<file path="src/sv/srsw_pkg.sv">
`timescale 1ns / 1ps
// Package for the selective-repeat sender window.
// Shared types, widths, command codes and unit request/response structs. No dependencies.
package srsw_pkg;

  localparam int DEF_MAX_WINDOW   = 8;
  localparam int DEF_PAYLOAD_BITS = 64;

  localparam int PAYLOAD_W   = 64;  // payload field on the channels
  localparam int CMD_W       = 2;
  localparam int SEQ_FIELD_W = 4;   // sequence number fields on the channels
  localparam int SEQ_W       = 6;   // internal base / next and base + W
  localparam int WIN_W       = 4;
  localparam int CNT_FIELD_W = 4;

  localparam int APB_DATA_W = 32;
  localparam int ADDR_W     = 3;

  localparam logic [WIN_W-1:0] WIN_RESET = 4'd4;
  localparam logic [0:0] REG_WINDOW_SIZE = 1'b0;

  typedef enum logic [CMD_W-1:0] {
    CMD_SEND    = 2'd0,
    CMD_ACK     = 2'd1,
    CMD_TIMEOUT = 2'd2
  } srsw_cmd_e;

  typedef enum logic [3:0] {
    S_IDLE,
    S_PRE_START,
    S_PRE_WAIT,
    S_SCAN_RD,
    S_SCAN_CMP,
    S_SHIFT_RD,
    S_SHIFT_WR,
    S_BASE,
    S_BASE_WAIT,
    S_POST_START,
    S_POST_WAIT,
    S_RESULT
  } srsw_state_e;

  typedef struct packed {
    logic             start;
    logic [SEQ_W-1:0] dividend;
    logic [SEQ_W-1:0] divisor;
  } mod_req_t;

  typedef struct packed {
    logic             done;
    logic [SEQ_W-1:0] rem;
  } mod_rsp_t;

  typedef struct packed {
    logic                   accepted;
    logic                   transmit;
    logic [SEQ_FIELD_W-1:0] tx_seq;
    logic [PAYLOAD_W-1:0]   tx_payload;
    logic                   timer_start;
    logic                   timer_stop;
    logic [SEQ_FIELD_W-1:0] timer_seq;
    logic [SEQ_FIELD_W-1:0] window_base;
    logic [SEQ_FIELD_W-1:0] next_seq;
    logic                   window_full;
    logic [CNT_FIELD_W-1:0] pending_count;
  } srsw_result_t;

endpackage

</file>
<file path="src/sv/srsw_if.sv">
`timescale 1ns / 1ps
// Valid/ready channel interfaces for event input and result output.
// Depends on srsw_pkg for field widths.
interface srsw_in_if;
  logic                                valid;
  logic                                ready;
  logic [srsw_pkg::CMD_W-1:0]          command;
  logic [srsw_pkg::PAYLOAD_W-1:0]      payload;
  logic [srsw_pkg::SEQ_FIELD_W-1:0]    seq_num;
  logic                                ack_ok;

  modport source (output valid, command, payload, seq_num, ack_ok, input ready);
  modport sink   (input valid, command, payload, seq_num, ack_ok, output ready);
endinterface

interface srsw_out_if;
  logic                                valid;
  logic                                ready;
  logic                                accepted;
  logic                                transmit;
  logic [srsw_pkg::SEQ_FIELD_W-1:0]    tx_seq;
  logic [srsw_pkg::PAYLOAD_W-1:0]      tx_payload;
  logic                                timer_start;
  logic                                timer_stop;
  logic [srsw_pkg::SEQ_FIELD_W-1:0]    timer_seq;
  logic [srsw_pkg::SEQ_FIELD_W-1:0]    window_base;
  logic [srsw_pkg::SEQ_FIELD_W-1:0]    next_seq;
  logic                                window_full;
  logic [srsw_pkg::CNT_FIELD_W-1:0]    pending_count;

  modport source (output valid, accepted, transmit, tx_seq, tx_payload, timer_start,
                  timer_stop, timer_seq, window_base, next_seq, window_full,
                  pending_count, input ready);
  modport sink   (input valid, accepted, transmit, tx_seq, tx_payload, timer_start,
                  timer_stop, timer_seq, window_base, next_seq, window_full,
                  pending_count, output ready);
endinterface

</file>
<file path="src/sv/selective_repeat_sender_window.sv">
`timescale 1ns / 1ps
// Selective-repeat ARQ sender window: top level with sequencer and config register.
// Depends on srsw_pkg, srsw_if, srsw_ram, srsw_mod.
//
// Usage:
//   in_i carries one event per transfer: send (payload), ack (seq_num, ack_ok)
//   or timer expiry (seq_num). out_o returns exactly one result per event:
//   transmit / timer actions plus window_base, next_seq, window_full and
//   pending_count after the event. window_size (reset value 4) is written over
//   APB at address 0; the user writes it only while idle, unenforced by the block.
// Sequencing:
//   One event at a time; in_i.ready is high only in idle, which is entered
//   as a result is registered. The modulo reducer (one subtract per cycle)
//   runs before the update of a send and after every update for the full
//   flag. An ack with ack_ok and a timeout walk the buffer RAM through its
//   single read port to search for the entry; such an ack also compacts the
//   entries behind the removed one.
// Reset: buffer empty, base and next sequence 0, no result pending.
// Stall: a finished result waits in the output register; the next event is
//   taken meanwhile and its result is held until the register frees up.
module selective_repeat_sender_window import srsw_pkg::*; #(
  parameter int MAX_WINDOW   = DEF_MAX_WINDOW,
  parameter int PAYLOAD_BITS = DEF_PAYLOAD_BITS
) (
  input  logic                  clk_i,
  input  logic                  rst_ni,
  srsw_in_if.sink               in_i,
  srsw_out_if.source            out_o,
  input  logic                  psel,
  input  logic                  penable,
  input  logic                  pwrite,
  input  logic [ADDR_W-1:0]     paddr,
  input  logic [APB_DATA_W-1:0] pwdata,
  output logic [APB_DATA_W-1:0] prdata,
  output logic                  pready
);

  localparam int CNT_W   = $clog2(MAX_WINDOW + 1);
  localparam int IDX_W   = (MAX_WINDOW > 1) ? $clog2(MAX_WINDOW) : 1;
  localparam int ENTRY_W = SEQ_FIELD_W + PAYLOAD_BITS;
  localparam int SEQ_SPAN = 2 * ((MAX_WINDOW < 15) ? MAX_WINDOW : 15);

  srsw_state_e state_q, state_d;

  logic [WIN_W-1:0]        win_q;
  srsw_cmd_e               cmd_q;
  logic [PAYLOAD_BITS-1:0] pay_q;
  logic [SEQ_FIELD_W-1:0]  seq_q;
  logic [CNT_W-1:0]        total_q;
  logic [CNT_W-1:0]        idx_q;
  logic [SEQ_W-1:0]        base_q;
  logic [SEQ_W-1:0]        next_q;
  srsw_result_t            res_q;
  srsw_result_t            out_q;
  logic                    out_valid_q;
  logic                    out_valid_d;

  srsw_cmd_e               in_cmd;
  logic                    in_fire;
  logic                    out_free;
  logic [WIN_W-1:0]        w_eff;
  logic [SEQ_W-1:0]        two_w;
  logic [SEQ_FIELD_W-1:0]  cur_seq;
  logic [SEQ_W-1:0]        nxt_inc;
  logic [SEQ_W-1:0]        nxt_wrap;
  logic [CNT_W-1:0]        idx_inc;
  logic                    full_now;
  logic                    match;
  srsw_result_t            res_init;
  srsw_result_t            res_fin;

  mod_req_t                mod_req;
  mod_rsp_t                mod_rsp;

  logic                    mem_we;
  logic [IDX_W-1:0]        mem_waddr;
  logic [IDX_W-1:0]        mem_raddr;
  logic [ENTRY_W-1:0]      mem_wdata;
  logic [ENTRY_W-1:0]      mem_rdata;
  logic [SEQ_FIELD_W-1:0]  rd_seq;
  logic [PAYLOAD_BITS-1:0] rd_pay;

  srsw_ram #(
    .WIDTH (ENTRY_W),
    .DEPTH (MAX_WINDOW)
  ) u_buf (
    .clk_i   (clk_i),
    .we_i    (mem_we),
    .waddr_i (mem_waddr),
    .wdata_i (mem_wdata),
    .raddr_i (mem_raddr),
    .rdata_o (mem_rdata)
  );

  srsw_mod u_mod (
    .clk_i  (clk_i),
    .rst_ni (rst_ni),
    .req_i  (mod_req),
    .rsp_o  (mod_rsp)
  );

  // effective window: 0 -> 1, clamp to MAX_WINDOW
  always_comb begin
    if (win_q == '0) begin
      w_eff = WIN_W'(1);
    end else if (int'(win_q) > MAX_WINDOW) begin
      w_eff = WIN_W'(MAX_WINDOW);
    end else begin
      w_eff = win_q;
    end
  end

  assign two_w    = SEQ_W'({w_eff, 1'b0});
  assign cur_seq  = next_q[SEQ_FIELD_W-1:0];
  assign nxt_inc  = SEQ_W'(cur_seq) + SEQ_W'(1);
  assign nxt_wrap = (nxt_inc >= two_w) ? '0 : nxt_inc;
  assign idx_inc  = idx_q + CNT_W'(1);
  assign rd_seq   = mem_rdata[ENTRY_W-1 -: SEQ_FIELD_W];
  assign rd_pay   = mem_rdata[PAYLOAD_BITS-1:0];
  assign match    = (rd_seq == seq_q);
  assign full_now = (int'(total_q) >= MAX_WINDOW) || (mod_rsp.rem == next_q);

  assign in_cmd   = srsw_cmd_e'(in_i.command);
  assign in_fire  = in_i.valid && in_i.ready;
  assign out_free = !out_valid_q || out_o.ready;

  // timer fields known at the input transfer
  always_comb begin
    res_init = '0;
    if ((in_cmd == CMD_ACK) && in_i.ack_ok) begin
      res_init.timer_stop = 1'b1;
      res_init.timer_seq  = in_i.seq_num;
    end else if (in_cmd == CMD_TIMEOUT) begin
      res_init.timer_start = 1'b1;
      res_init.timer_seq   = in_i.seq_num;
    end
  end

  // status fields after the update
  always_comb begin
    res_fin               = res_q;
    res_fin.window_base   = base_q[SEQ_FIELD_W-1:0];
    res_fin.next_seq      = next_q[SEQ_FIELD_W-1:0];
    res_fin.pending_count = CNT_FIELD_W'(total_q);
  end

  always_comb begin
    out_valid_d = out_valid_q;
    if (out_o.valid && out_o.ready) begin
      out_valid_d = 1'b0;
    end
    if ((state_q == S_RESULT) && out_free) begin
      out_valid_d = 1'b1;
    end
  end

  // next state
  always_comb begin
    state_d = state_q;
    unique case (state_q)
      S_IDLE: begin
        if (in_fire) begin
          case (in_cmd)
            CMD_SEND:    state_d = S_PRE_START;
            CMD_ACK:     state_d = in_i.ack_ok ? S_SCAN_RD : S_POST_START;
            CMD_TIMEOUT: state_d = S_SCAN_RD;
            default:     state_d = S_POST_START;
          endcase
        end
      end
      S_PRE_START: state_d = S_PRE_WAIT;
      S_PRE_WAIT: begin
        if (mod_rsp.done) begin
          state_d = full_now ? S_RESULT : S_POST_START;
        end
      end
      S_SCAN_RD: begin
        if (idx_q >= total_q) begin
          state_d = (cmd_q == CMD_ACK) ? S_BASE : S_POST_START;
        end else begin
          state_d = S_SCAN_CMP;
        end
      end
      S_SCAN_CMP: begin
        if (match) begin
          state_d = (cmd_q == CMD_ACK) ? S_SHIFT_RD : S_POST_START;
        end else begin
          state_d = S_SCAN_RD;
        end
      end
      S_SHIFT_RD:   state_d = (idx_inc >= total_q) ? S_BASE : S_SHIFT_WR;
      S_SHIFT_WR:   state_d = S_SHIFT_RD;
      S_BASE:       state_d = (total_q == '0) ? S_POST_START : S_BASE_WAIT;
      S_BASE_WAIT:  state_d = S_POST_START;
      S_POST_START: state_d = S_POST_WAIT;
      S_POST_WAIT: begin
        if (mod_rsp.done) begin
          state_d = S_RESULT;
        end
      end
      S_RESULT: begin
        if (out_free) begin
          state_d = S_IDLE;
        end
      end
      default: state_d = S_IDLE;
    endcase
  end

  // sequencer outputs
  always_comb begin
    in_i.ready       = (state_q == S_IDLE);
    mod_req.start    = (state_q == S_PRE_START) || (state_q == S_POST_START);
    mod_req.dividend = base_q + SEQ_W'(w_eff);
    mod_req.divisor  = two_w;
    mem_we           = 1'b0;
    mem_waddr        = idx_q[IDX_W-1:0];
    mem_wdata        = mem_rdata;
    mem_raddr        = idx_q[IDX_W-1:0];
    unique case (state_q)
      S_PRE_WAIT: begin
        if (mod_rsp.done && !full_now) begin
          mem_we    = 1'b1;
          mem_waddr = total_q[IDX_W-1:0];
          mem_wdata = {cur_seq, pay_q};
        end
      end
      S_SHIFT_RD: mem_raddr = idx_inc[IDX_W-1:0];
      S_SHIFT_WR: mem_we = 1'b1;
      S_BASE:     mem_raddr = '0;
      default: ;
    endcase
  end

  always_ff @(posedge clk_i or negedge rst_ni) begin
    if (!rst_ni) begin
      state_q <= S_IDLE;
    end else begin
      state_q <= state_d;
    end
  end

  // control state
  always_ff @(posedge clk_i or negedge rst_ni) begin
    if (!rst_ni) begin
      win_q       <= WIN_RESET;
      total_q     <= '0;
      base_q      <= '0;
      next_q      <= '0;
      out_valid_q <= 1'b0;
    end else begin
      if (psel && penable && pwrite && pready && (paddr[ADDR_W-1] == REG_WINDOW_SIZE)) begin
        win_q <= pwdata[WIN_W-1:0];
      end
      out_valid_q <= out_valid_d;
      unique case (state_q)
        S_PRE_WAIT: begin
          if (mod_rsp.done && !full_now) begin
            total_q <= total_q + CNT_W'(1);
            next_q  <= nxt_wrap;
          end
        end
        S_SHIFT_RD: begin
          if (idx_inc >= total_q) begin
            total_q <= total_q - CNT_W'(1);
          end
        end
        S_BASE: begin
          if (total_q == '0) begin
            base_q <= next_q;
          end
        end
        S_BASE_WAIT: base_q <= SEQ_W'(rd_seq);
        default: ;
      endcase
    end
  end

  // datapath
  always_ff @(posedge clk_i) begin
    unique case (state_q)
      S_IDLE: begin
        if (in_fire) begin
          cmd_q <= in_cmd;
          pay_q <= in_i.payload[PAYLOAD_BITS-1:0];
          seq_q <= in_i.seq_num;
          idx_q <= '0;
          res_q <= res_init;
        end
      end
      S_PRE_WAIT: begin
        if (mod_rsp.done) begin
          if (full_now) begin
            res_q.window_full <= 1'b1;
          end else begin
            res_q.accepted    <= 1'b1;
            res_q.transmit    <= 1'b1;
            res_q.tx_seq      <= cur_seq;
            res_q.tx_payload  <= PAYLOAD_W'(pay_q);
            res_q.timer_start <= 1'b1;
            res_q.timer_seq   <= cur_seq;
          end
        end
      end
      S_SCAN_CMP: begin
        if (match) begin
          if (cmd_q == CMD_TIMEOUT) begin
            res_q.transmit   <= 1'b1;
            res_q.tx_seq     <= rd_seq;
            res_q.tx_payload <= PAYLOAD_W'(rd_pay);
          end
        end else begin
          idx_q <= idx_inc;
        end
      end
      S_SHIFT_WR: idx_q <= idx_inc;
      S_POST_WAIT: begin
        if (mod_rsp.done) begin
          res_q.window_full <= full_now;
        end
      end
      S_RESULT: begin
        if (out_free) begin
          out_q <= res_fin;
        end
      end
      default: ;
    endcase
  end

  assign out_o.valid         = out_valid_q;
  assign out_o.accepted      = out_q.accepted;
  assign out_o.transmit      = out_q.transmit;
  assign out_o.tx_seq        = out_q.tx_seq;
  assign out_o.tx_payload    = out_q.tx_payload;
  assign out_o.timer_start   = out_q.timer_start;
  assign out_o.timer_stop    = out_q.timer_stop;
  assign out_o.timer_seq     = out_q.timer_seq;
  assign out_o.window_base   = out_q.window_base;
  assign out_o.next_seq      = out_q.next_seq;
  assign out_o.window_full   = out_q.window_full;
  assign out_o.pending_count = out_q.pending_count;

  assign pready = 1'b1;
  assign prdata = (paddr[ADDR_W-1] == REG_WINDOW_SIZE) ? APB_DATA_W'(win_q) : '0;

  a_total_cap: assert property (@(posedge clk_i) disable iff (!rst_ni)
    total_q <= CNT_W'(MAX_WINDOW))
    else $error("buffer count above MAX_WINDOW");

  a_next_range: assert property (@(posedge clk_i) disable iff (!rst_ni)
    int'(next_q) < SEQ_SPAN)
    else $error("next sequence out of range");

  a_scan_idx: assert property (@(posedge clk_i) disable iff (!rst_ni)
    (state_q == S_SCAN_CMP) |-> (idx_q < total_q))
    else $error("search read past buffered entries");

  a_accept_tx: assert property (@(posedge clk_i) disable iff (!rst_ni)
    out_valid_q && out_q.accepted |->
      out_q.transmit && out_q.timer_start && (out_q.tx_seq == out_q.timer_seq))
    else $error("accepted send without matching transmit and timer start");

endmodule

</file>
<file path="src/sv/srsw_ram.sv">
`timescale 1ns / 1ps
// Generic single-write, single-read RAM with registered read data.
// No dependencies.
module srsw_ram #(
  parameter int WIDTH = 8,
  parameter int DEPTH = 8
) (
  input  logic                                      clk_i,
  input  logic                                      we_i,
  input  logic [((DEPTH > 1) ? $clog2(DEPTH) : 1)-1:0] waddr_i,
  input  logic [WIDTH-1:0]                          wdata_i,
  input  logic [((DEPTH > 1) ? $clog2(DEPTH) : 1)-1:0] raddr_i,
  output logic [WIDTH-1:0]                          rdata_o
);

  logic [WIDTH-1:0] mem_q [DEPTH];
  logic [WIDTH-1:0] rdata_q;

  always_ff @(posedge clk_i) begin
    if (we_i) begin
      mem_q[waddr_i] <= wdata_i;
    end
    rdata_q <= mem_q[raddr_i];
  end

  assign rdata_o = rdata_q;

endmodule

</file>
<file path="src/sv/srsw_mod.sv">
`timescale 1ns / 1ps
// Iterative modulo reducer: one compare-and-subtract per cycle.
// Depends on srsw_pkg (mod_req_t, mod_rsp_t).
module srsw_mod import srsw_pkg::*; (
  input  logic     clk_i,
  input  logic     rst_ni,
  input  mod_req_t req_i,
  output mod_rsp_t rsp_o
);

  logic             busy_q;
  logic [SEQ_W-1:0] rem_q;
  logic [SEQ_W-1:0] div_q;

  always_ff @(posedge clk_i or negedge rst_ni) begin
    if (!rst_ni) begin
      busy_q <= 1'b0;
    end else if (req_i.start) begin
      busy_q <= 1'b1;
    end else if (rsp_o.done) begin
      busy_q <= 1'b0;
    end
  end

  always_ff @(posedge clk_i) begin
    if (req_i.start) begin
      rem_q <= req_i.dividend;
      div_q <= req_i.divisor;
    end else if (busy_q && (rem_q >= div_q)) begin
      rem_q <= rem_q - div_q;
    end
  end

  assign rsp_o.done = busy_q && (rem_q < div_q);
  assign rsp_o.rem  = rem_q;

  a_rem_shrinks: assert property (@(posedge clk_i) disable iff (!rst_ni)
    busy_q && !rsp_o.done && !req_i.start |=> rem_q < $past(rem_q))
    else $error("modulo remainder did not shrink");

endmodule
</file>
<file path="src/flat_wrapper.sv">
// flat-port wrapper written by rule: the top's interface ports become plain ports
module selective_repeat_sender_window_flat import srsw_pkg::*;
#(
  parameter int MAX_WINDOW   = DEF_MAX_WINDOW,
  parameter int PAYLOAD_BITS = DEF_PAYLOAD_BITS
)
  (clk_i, rst_ni, psel, penable, pwrite, paddr, pwdata, prdata, pready, in_i_valid, in_i_command, in_i_payload, in_i_seq_num, in_i_ack_ok, in_i_ready, out_o_valid, out_o_accepted, out_o_transmit, out_o_tx_seq, out_o_tx_payload, out_o_timer_start, out_o_timer_stop, out_o_timer_seq, out_o_window_base, out_o_next_seq, out_o_window_full, out_o_pending_count, out_o_ready);
  srsw_in_if in_i_i ();
  srsw_out_if out_o_i ();
  input  logic clk_i;
  input  logic rst_ni;
  input  logic psel;
  input  logic penable;
  input  logic pwrite;
  input  logic [ADDR_W-1:0] paddr;
  input  logic [APB_DATA_W-1:0] pwdata;
  output logic [APB_DATA_W-1:0] prdata;
  output logic pready;
  input wire logic [$bits(in_i_i.valid)-1:0] in_i_valid;
  input wire logic [$bits(in_i_i.command)-1:0] in_i_command;
  input wire logic [$bits(in_i_i.payload)-1:0] in_i_payload;
  input wire logic [$bits(in_i_i.seq_num)-1:0] in_i_seq_num;
  input wire logic [$bits(in_i_i.ack_ok)-1:0] in_i_ack_ok;
  output wire logic [$bits(in_i_i.ready)-1:0] in_i_ready;
  output wire logic [$bits(out_o_i.valid)-1:0] out_o_valid;
  output wire logic [$bits(out_o_i.accepted)-1:0] out_o_accepted;
  output wire logic [$bits(out_o_i.transmit)-1:0] out_o_transmit;
  output wire logic [$bits(out_o_i.tx_seq)-1:0] out_o_tx_seq;
  output wire logic [$bits(out_o_i.tx_payload)-1:0] out_o_tx_payload;
  output wire logic [$bits(out_o_i.timer_start)-1:0] out_o_timer_start;
  output wire logic [$bits(out_o_i.timer_stop)-1:0] out_o_timer_stop;
  output wire logic [$bits(out_o_i.timer_seq)-1:0] out_o_timer_seq;
  output wire logic [$bits(out_o_i.window_base)-1:0] out_o_window_base;
  output wire logic [$bits(out_o_i.next_seq)-1:0] out_o_next_seq;
  output wire logic [$bits(out_o_i.window_full)-1:0] out_o_window_full;
  output wire logic [$bits(out_o_i.pending_count)-1:0] out_o_pending_count;
  input wire logic [$bits(out_o_i.ready)-1:0] out_o_ready;
  assign in_i_i.valid = in_i_valid;
  assign in_i_i.command = in_i_command;
  assign in_i_i.payload = in_i_payload;
  assign in_i_i.seq_num = in_i_seq_num;
  assign in_i_i.ack_ok = in_i_ack_ok;
  assign in_i_ready = in_i_i.ready;
  assign out_o_valid = out_o_i.valid;
  assign out_o_accepted = out_o_i.accepted;
  assign out_o_transmit = out_o_i.transmit;
  assign out_o_tx_seq = out_o_i.tx_seq;
  assign out_o_tx_payload = out_o_i.tx_payload;
  assign out_o_timer_start = out_o_i.timer_start;
  assign out_o_timer_stop = out_o_i.timer_stop;
  assign out_o_timer_seq = out_o_i.timer_seq;
  assign out_o_window_base = out_o_i.window_base;
  assign out_o_next_seq = out_o_i.next_seq;
  assign out_o_window_full = out_o_i.window_full;
  assign out_o_pending_count = out_o_i.pending_count;
  assign out_o_i.ready = out_o_ready;
  selective_repeat_sender_window #(.MAX_WINDOW(MAX_WINDOW), .PAYLOAD_BITS(PAYLOAD_BITS)) u_core (.clk_i(clk_i), .rst_ni(rst_ni), .in_i(in_i_i), .out_o(out_o_i), .psel(psel), .penable(penable), .pwrite(pwrite), .paddr(paddr), .pwdata(pwdata), .prdata(prdata), .pready(pready));
endmodule
</file>
<file path="config.mk">
export PLATFORM = sky130hd
export DESIGN_NAME = selective_repeat_sender_window_flat
export DESIGN_NICKNAME = d
export VERILOG_FILES = /design/src/sv/srsw_pkg.sv /design/src/sv/srsw_if.sv /design/src/sv/selective_repeat_sender_window.sv /design/src/sv/srsw_ram.sv /design/src/sv/srsw_mod.sv /design/src/flat_wrapper.sv
export SDC_FILE = /design/constraint.sdc
export NUM_CORES = 1
export LEC_CHECK = 0
export BUFFER_PORTS_ARGS = -buffer_cell sky130_fd_sc_hd__buf_4
export CORE_AREA = 10 10 294 268
export CTS_CLUSTER_SIZE = 12
export DETAILED_ROUTE_END_ITERATION = 10
export DIE_AREA = 0 0 304 278
export PLACE_DENSITY_LB_ADDON = 0.1
export SYNTH_ARGS = -nofsm -noshare
export SYNTH_HDL_FRONTEND = slang
export SYNTH_HIERARCHICAL = 1
export SYNTH_SLANG_ARGS = --single-unit
</file>
<file path="constraint.sdc">
create_clock -name clk_i -period 8.6 [get_ports clk_i]
set_clock_uncertainty 0.15 [all_clocks]
set_input_delay 1.29 -clock clk_i [delete_from_list [all_inputs] [get_ports clk_i]]
set_output_delay 1.29 -clock clk_i [all_outputs]
set_load 0.01 [all_outputs]
</file>
==> impl_metrics.yaml <==
power_and_ir_drop:
  power_frac_comb: 0.151
  cell_internal_pwr_w: 0.00826
  seqPwrFrac: 0.510
  vdd_drop_max_uv: 149
  p_clk_frac: 0.339
  switching_share: 0.253
  leakage_nw: 13.2
  power_density_mw_per_mm2: 284
  netSwitchingPower_w: 0.00280
timing:
  setup_slack_ns: 2.84
  drv_slew: 0
  rsz0062_at_grt: "no"
  finalSetupTns_ns: 0
  slew_headroom: 0.285
  max_freq_mhz: 174
  worst_slew_pin_slew_ns: 1.07
  min_period_over_period: 0.670
  timing_hold_violations_final: 0
  period_minus_slack_ns: 5.76
  setup_violations: 0
  whs_ns: 0.266
die:
  fp.dieH_microns: 278
  dieArea_sq_mm: 0.0845
  initial_utilization: 0.465
  core_area_sq_mm: 0.0726
  ioPinCount: 237
  std_cell_rows: 94
  die_w_microns: 304
logic_synthesis:
  ys_seq_area_frac: 0.766
  synth-async-reset-ratio: 0.0270
  synth_ff_type: "edfxtp_1"
  ys_warn_count: 6
  syn-instance-count: 1633
  syn_avg_cell_area_sq_um: 20.7
  ys_types: 63
  netlist_area_sq_mm: 0.0338
  ys_ff_latch: 888
  synth_edf_count: 796
cts:
  post_cts_buffers: 0
  cts_buffer_depth: 3
  cts_htree_levels: 3
  clk_latency_ns: 0.64
  numCtsBuffers: 92
  holdBufCountCts: 0
  cts_tree: "yes"
  clock-sinks: 888
  root_buffer: "clkbuf_16"
  post_cts_resized: 0
  clk_pin_slew_worst_paths_ns: 0.06
drt:
  antenna_left: 0
  first_iter_violations: 1229
  dr.pass1.iters: 5
  num_vias: 15800
  vias_per_cell: 5.44
  drt_wl_total_mm: 69.8
  wl_per_cell_microns: 24.1
  drc: 0
placed_design:
  io_buffers: 177
  dp_slack_ns: 2.72
  globalplace.congestion: 0.774
  hpwlAfterDp_mm: 38.2
  post_dp_cell_area_sq_mm: 0.0361
critical_path:
  cp.required_ns: 8.69
  crit_path_end_kind: "flop"
  crit_path_start_kind: "flop"
  worstPathMaxFanout: 57
  worstPathArrival_ns: 5.85
  path_class: "flop to flop"
finish:
  layout-drive-gt1-share: 0.322
  area_growth_pct: 15.5
  fin_nets: 2003
  final_cell_mix: "edfxtp_1, buf_4, mux2_2, mux4_2, clkbuf_16"
  n_antenna_cell: 0
  mostFrequentLayoutCell: "edfxtp_1"
  design_area_sq_mm: 0.0390
global_route:
  antenna_found_initial: 1
  overflow: 0
  gr-usage-all-layers: 0.163
  grt_pass1_vias: 16700
  grt_max_degree: 116
  grt_pass1_wl_mm: 106
worst_hold_path:
  hp-class: "flop to flop"
run_status:
  outcome: "finished clean"
flow_run:
  max_cap_viol_count: 0
[per-stage QoR]
step / instances / util / total power [W]
4_1_cts: 2898 / 0.537 / 0.0112
2_1_floorplan: 1662 / - / 0.00681
6_report: 2898 / 0.537 / 0.0111
3_5_place_dp: 2727 / 0.498 / 0.00743
3_3_place_gp: 2727 / 0.498 / 0.00738
5_1_grt: 2898 / 0.537 / 0.0116
[cell type report]
| class | instances | area [sq um] |
|---|---|---|
| fillers | 5686 | 33600 |
| flip-flops and latches | 888 | 25900 |
| multi-input cells | 643 | 7360 |
| clock buffers | 146 | 2630 |
| repair buffers | 207 | 1570 |
| well taps | 960 | 1200 |
| clock inverters | 25 | 241 |
| inverters | 29 | 113 |
[Yosys cell counts, types with 22 or more instances]
master,n,share of area
edfxtp_1,796,0.71
mux2_2,139,0.046
mux4_2,136,0.091
a22o_1,73,0.019
dfxtp_1,68,0.040
clkbuf_1,35,0.0039
nor2_1,33,0.0037
buf_4,29,0.0065
inv_1,28,0.0031
ha_1,26,0.0096
nand2_1,26,0.0029
dfrtp_1,23,0.017
o21ai_0,22,0.0033
[kinds of logic (layout without fill, tap and decap cells)]
| family | Yosys count | count (layout) | share of synthesized area |
|---|---|---|---|
| xor+xnor | 21 | 21 | 0.00545 |
| fa+ha+maj | 29 | 29 | 0.0114 |
| mux | 291 | 291 | 0.142 |
| flops | 888 | 888 | 0.766 |
| compound gates | 147 | 147 | 0.0332 |
| other cells | 2 | 31 | 0.000223 |
| simple gates | 124 | 124 | 0.0193 |
| buf+inv | 131 | 407 | 0.0220 |
[path summary, 6_finish.rpt]
| check | slack [ns] | end | cells past startpoint | startpoint |
|---|---|---|---|---|
| min | 0.27 | u_core/out_o.tx_payload[41] | 0 | u_core/res_fin[60] |
| max reg2reg | 2.84 | u_core/u_buf/mem_q[6][20] | 10 | u_core/state_q[1] |
| min reg2reg | 0.27 | u_core/out_o.tx_payload[41] | 0 | u_core/res_fin[60] |
| max | 2.84 | u_core/u_buf/mem_q[6][20] | 10 | u_core/state_q[1] |
| max in group asynchronous | 7.55 | u_core/win_q[2] | 1 | rst_ni |
| min in group asynchronous | 0.42 | u_core/u_mod/busy_q | 1 | rst_ni |
[power groups by stage]
stage	Clock [W]	Combinational [W]	Sequential, W
3_3_place_gp	0	0.00166	0.00573
3_5_place_dp	0	0.00170	0.00573
5_1_grt	0.00404	0.00186	0.00569
2_1_floorplan	0	0.00114	0.00568
6_report	0.00375	0.00167	0.00564
4_1_cts	0.00386	0.00171	0.00565
[state kept, by name, indices dropped and copies added, names as in the netlist, 4 cells and up]
name / count
u_core/out_o.tx_seq: 4
u_core/u_buf/mem_q: 544
u_core/base_q: 5
u_core/next_q: 5
u_core/res_fin: 77
u_core/state_q: 4
u_core/u_buf/rdata_o: 68
u_core/win_q: 4
u_core/out_o.pending_count: 4
u_core/out_o.window_base: 4
u_core/total_q: 4
u_core/pay_q: 64
u_core/out_o.next_seq: 4
u_core/out_o.tx_payload: 64
u_core/u_mod/div_q: 6
u_core/seq_q: 4
u_core/u_mod/rem_q: 6
u_core/idx_q: 4
u_core/out_o.timer_seq: 4
[critical path: stages (launching register included)]
cell      delay, ns
dfrtp_1        0.91
nand2b_4       0.08
or3_4          0.37
clkinv_2       0.51
nand3_2        0.16
a31oi_4        0.84
buf_4          0.53
a21o_1         0.16
nand2_1        0.21
nor2_4         0.46
buf_4          0.90
[per-layer routing]
| metal | track usage | up-vias | wire (microns) |
|---|---|---|---|
| met5 | 0 | - | 0 |
| met4 | 0.0365 | 0 | 1130 |
| met1 | 0.224 | 8318 | 31400 |
| met2 | 0.269 | 351 | 34400 |
| li1 | - | 7012 | - |
| met3 | 0.0284 | 95 | 2910 |
(Power assumes the default switching activity.)
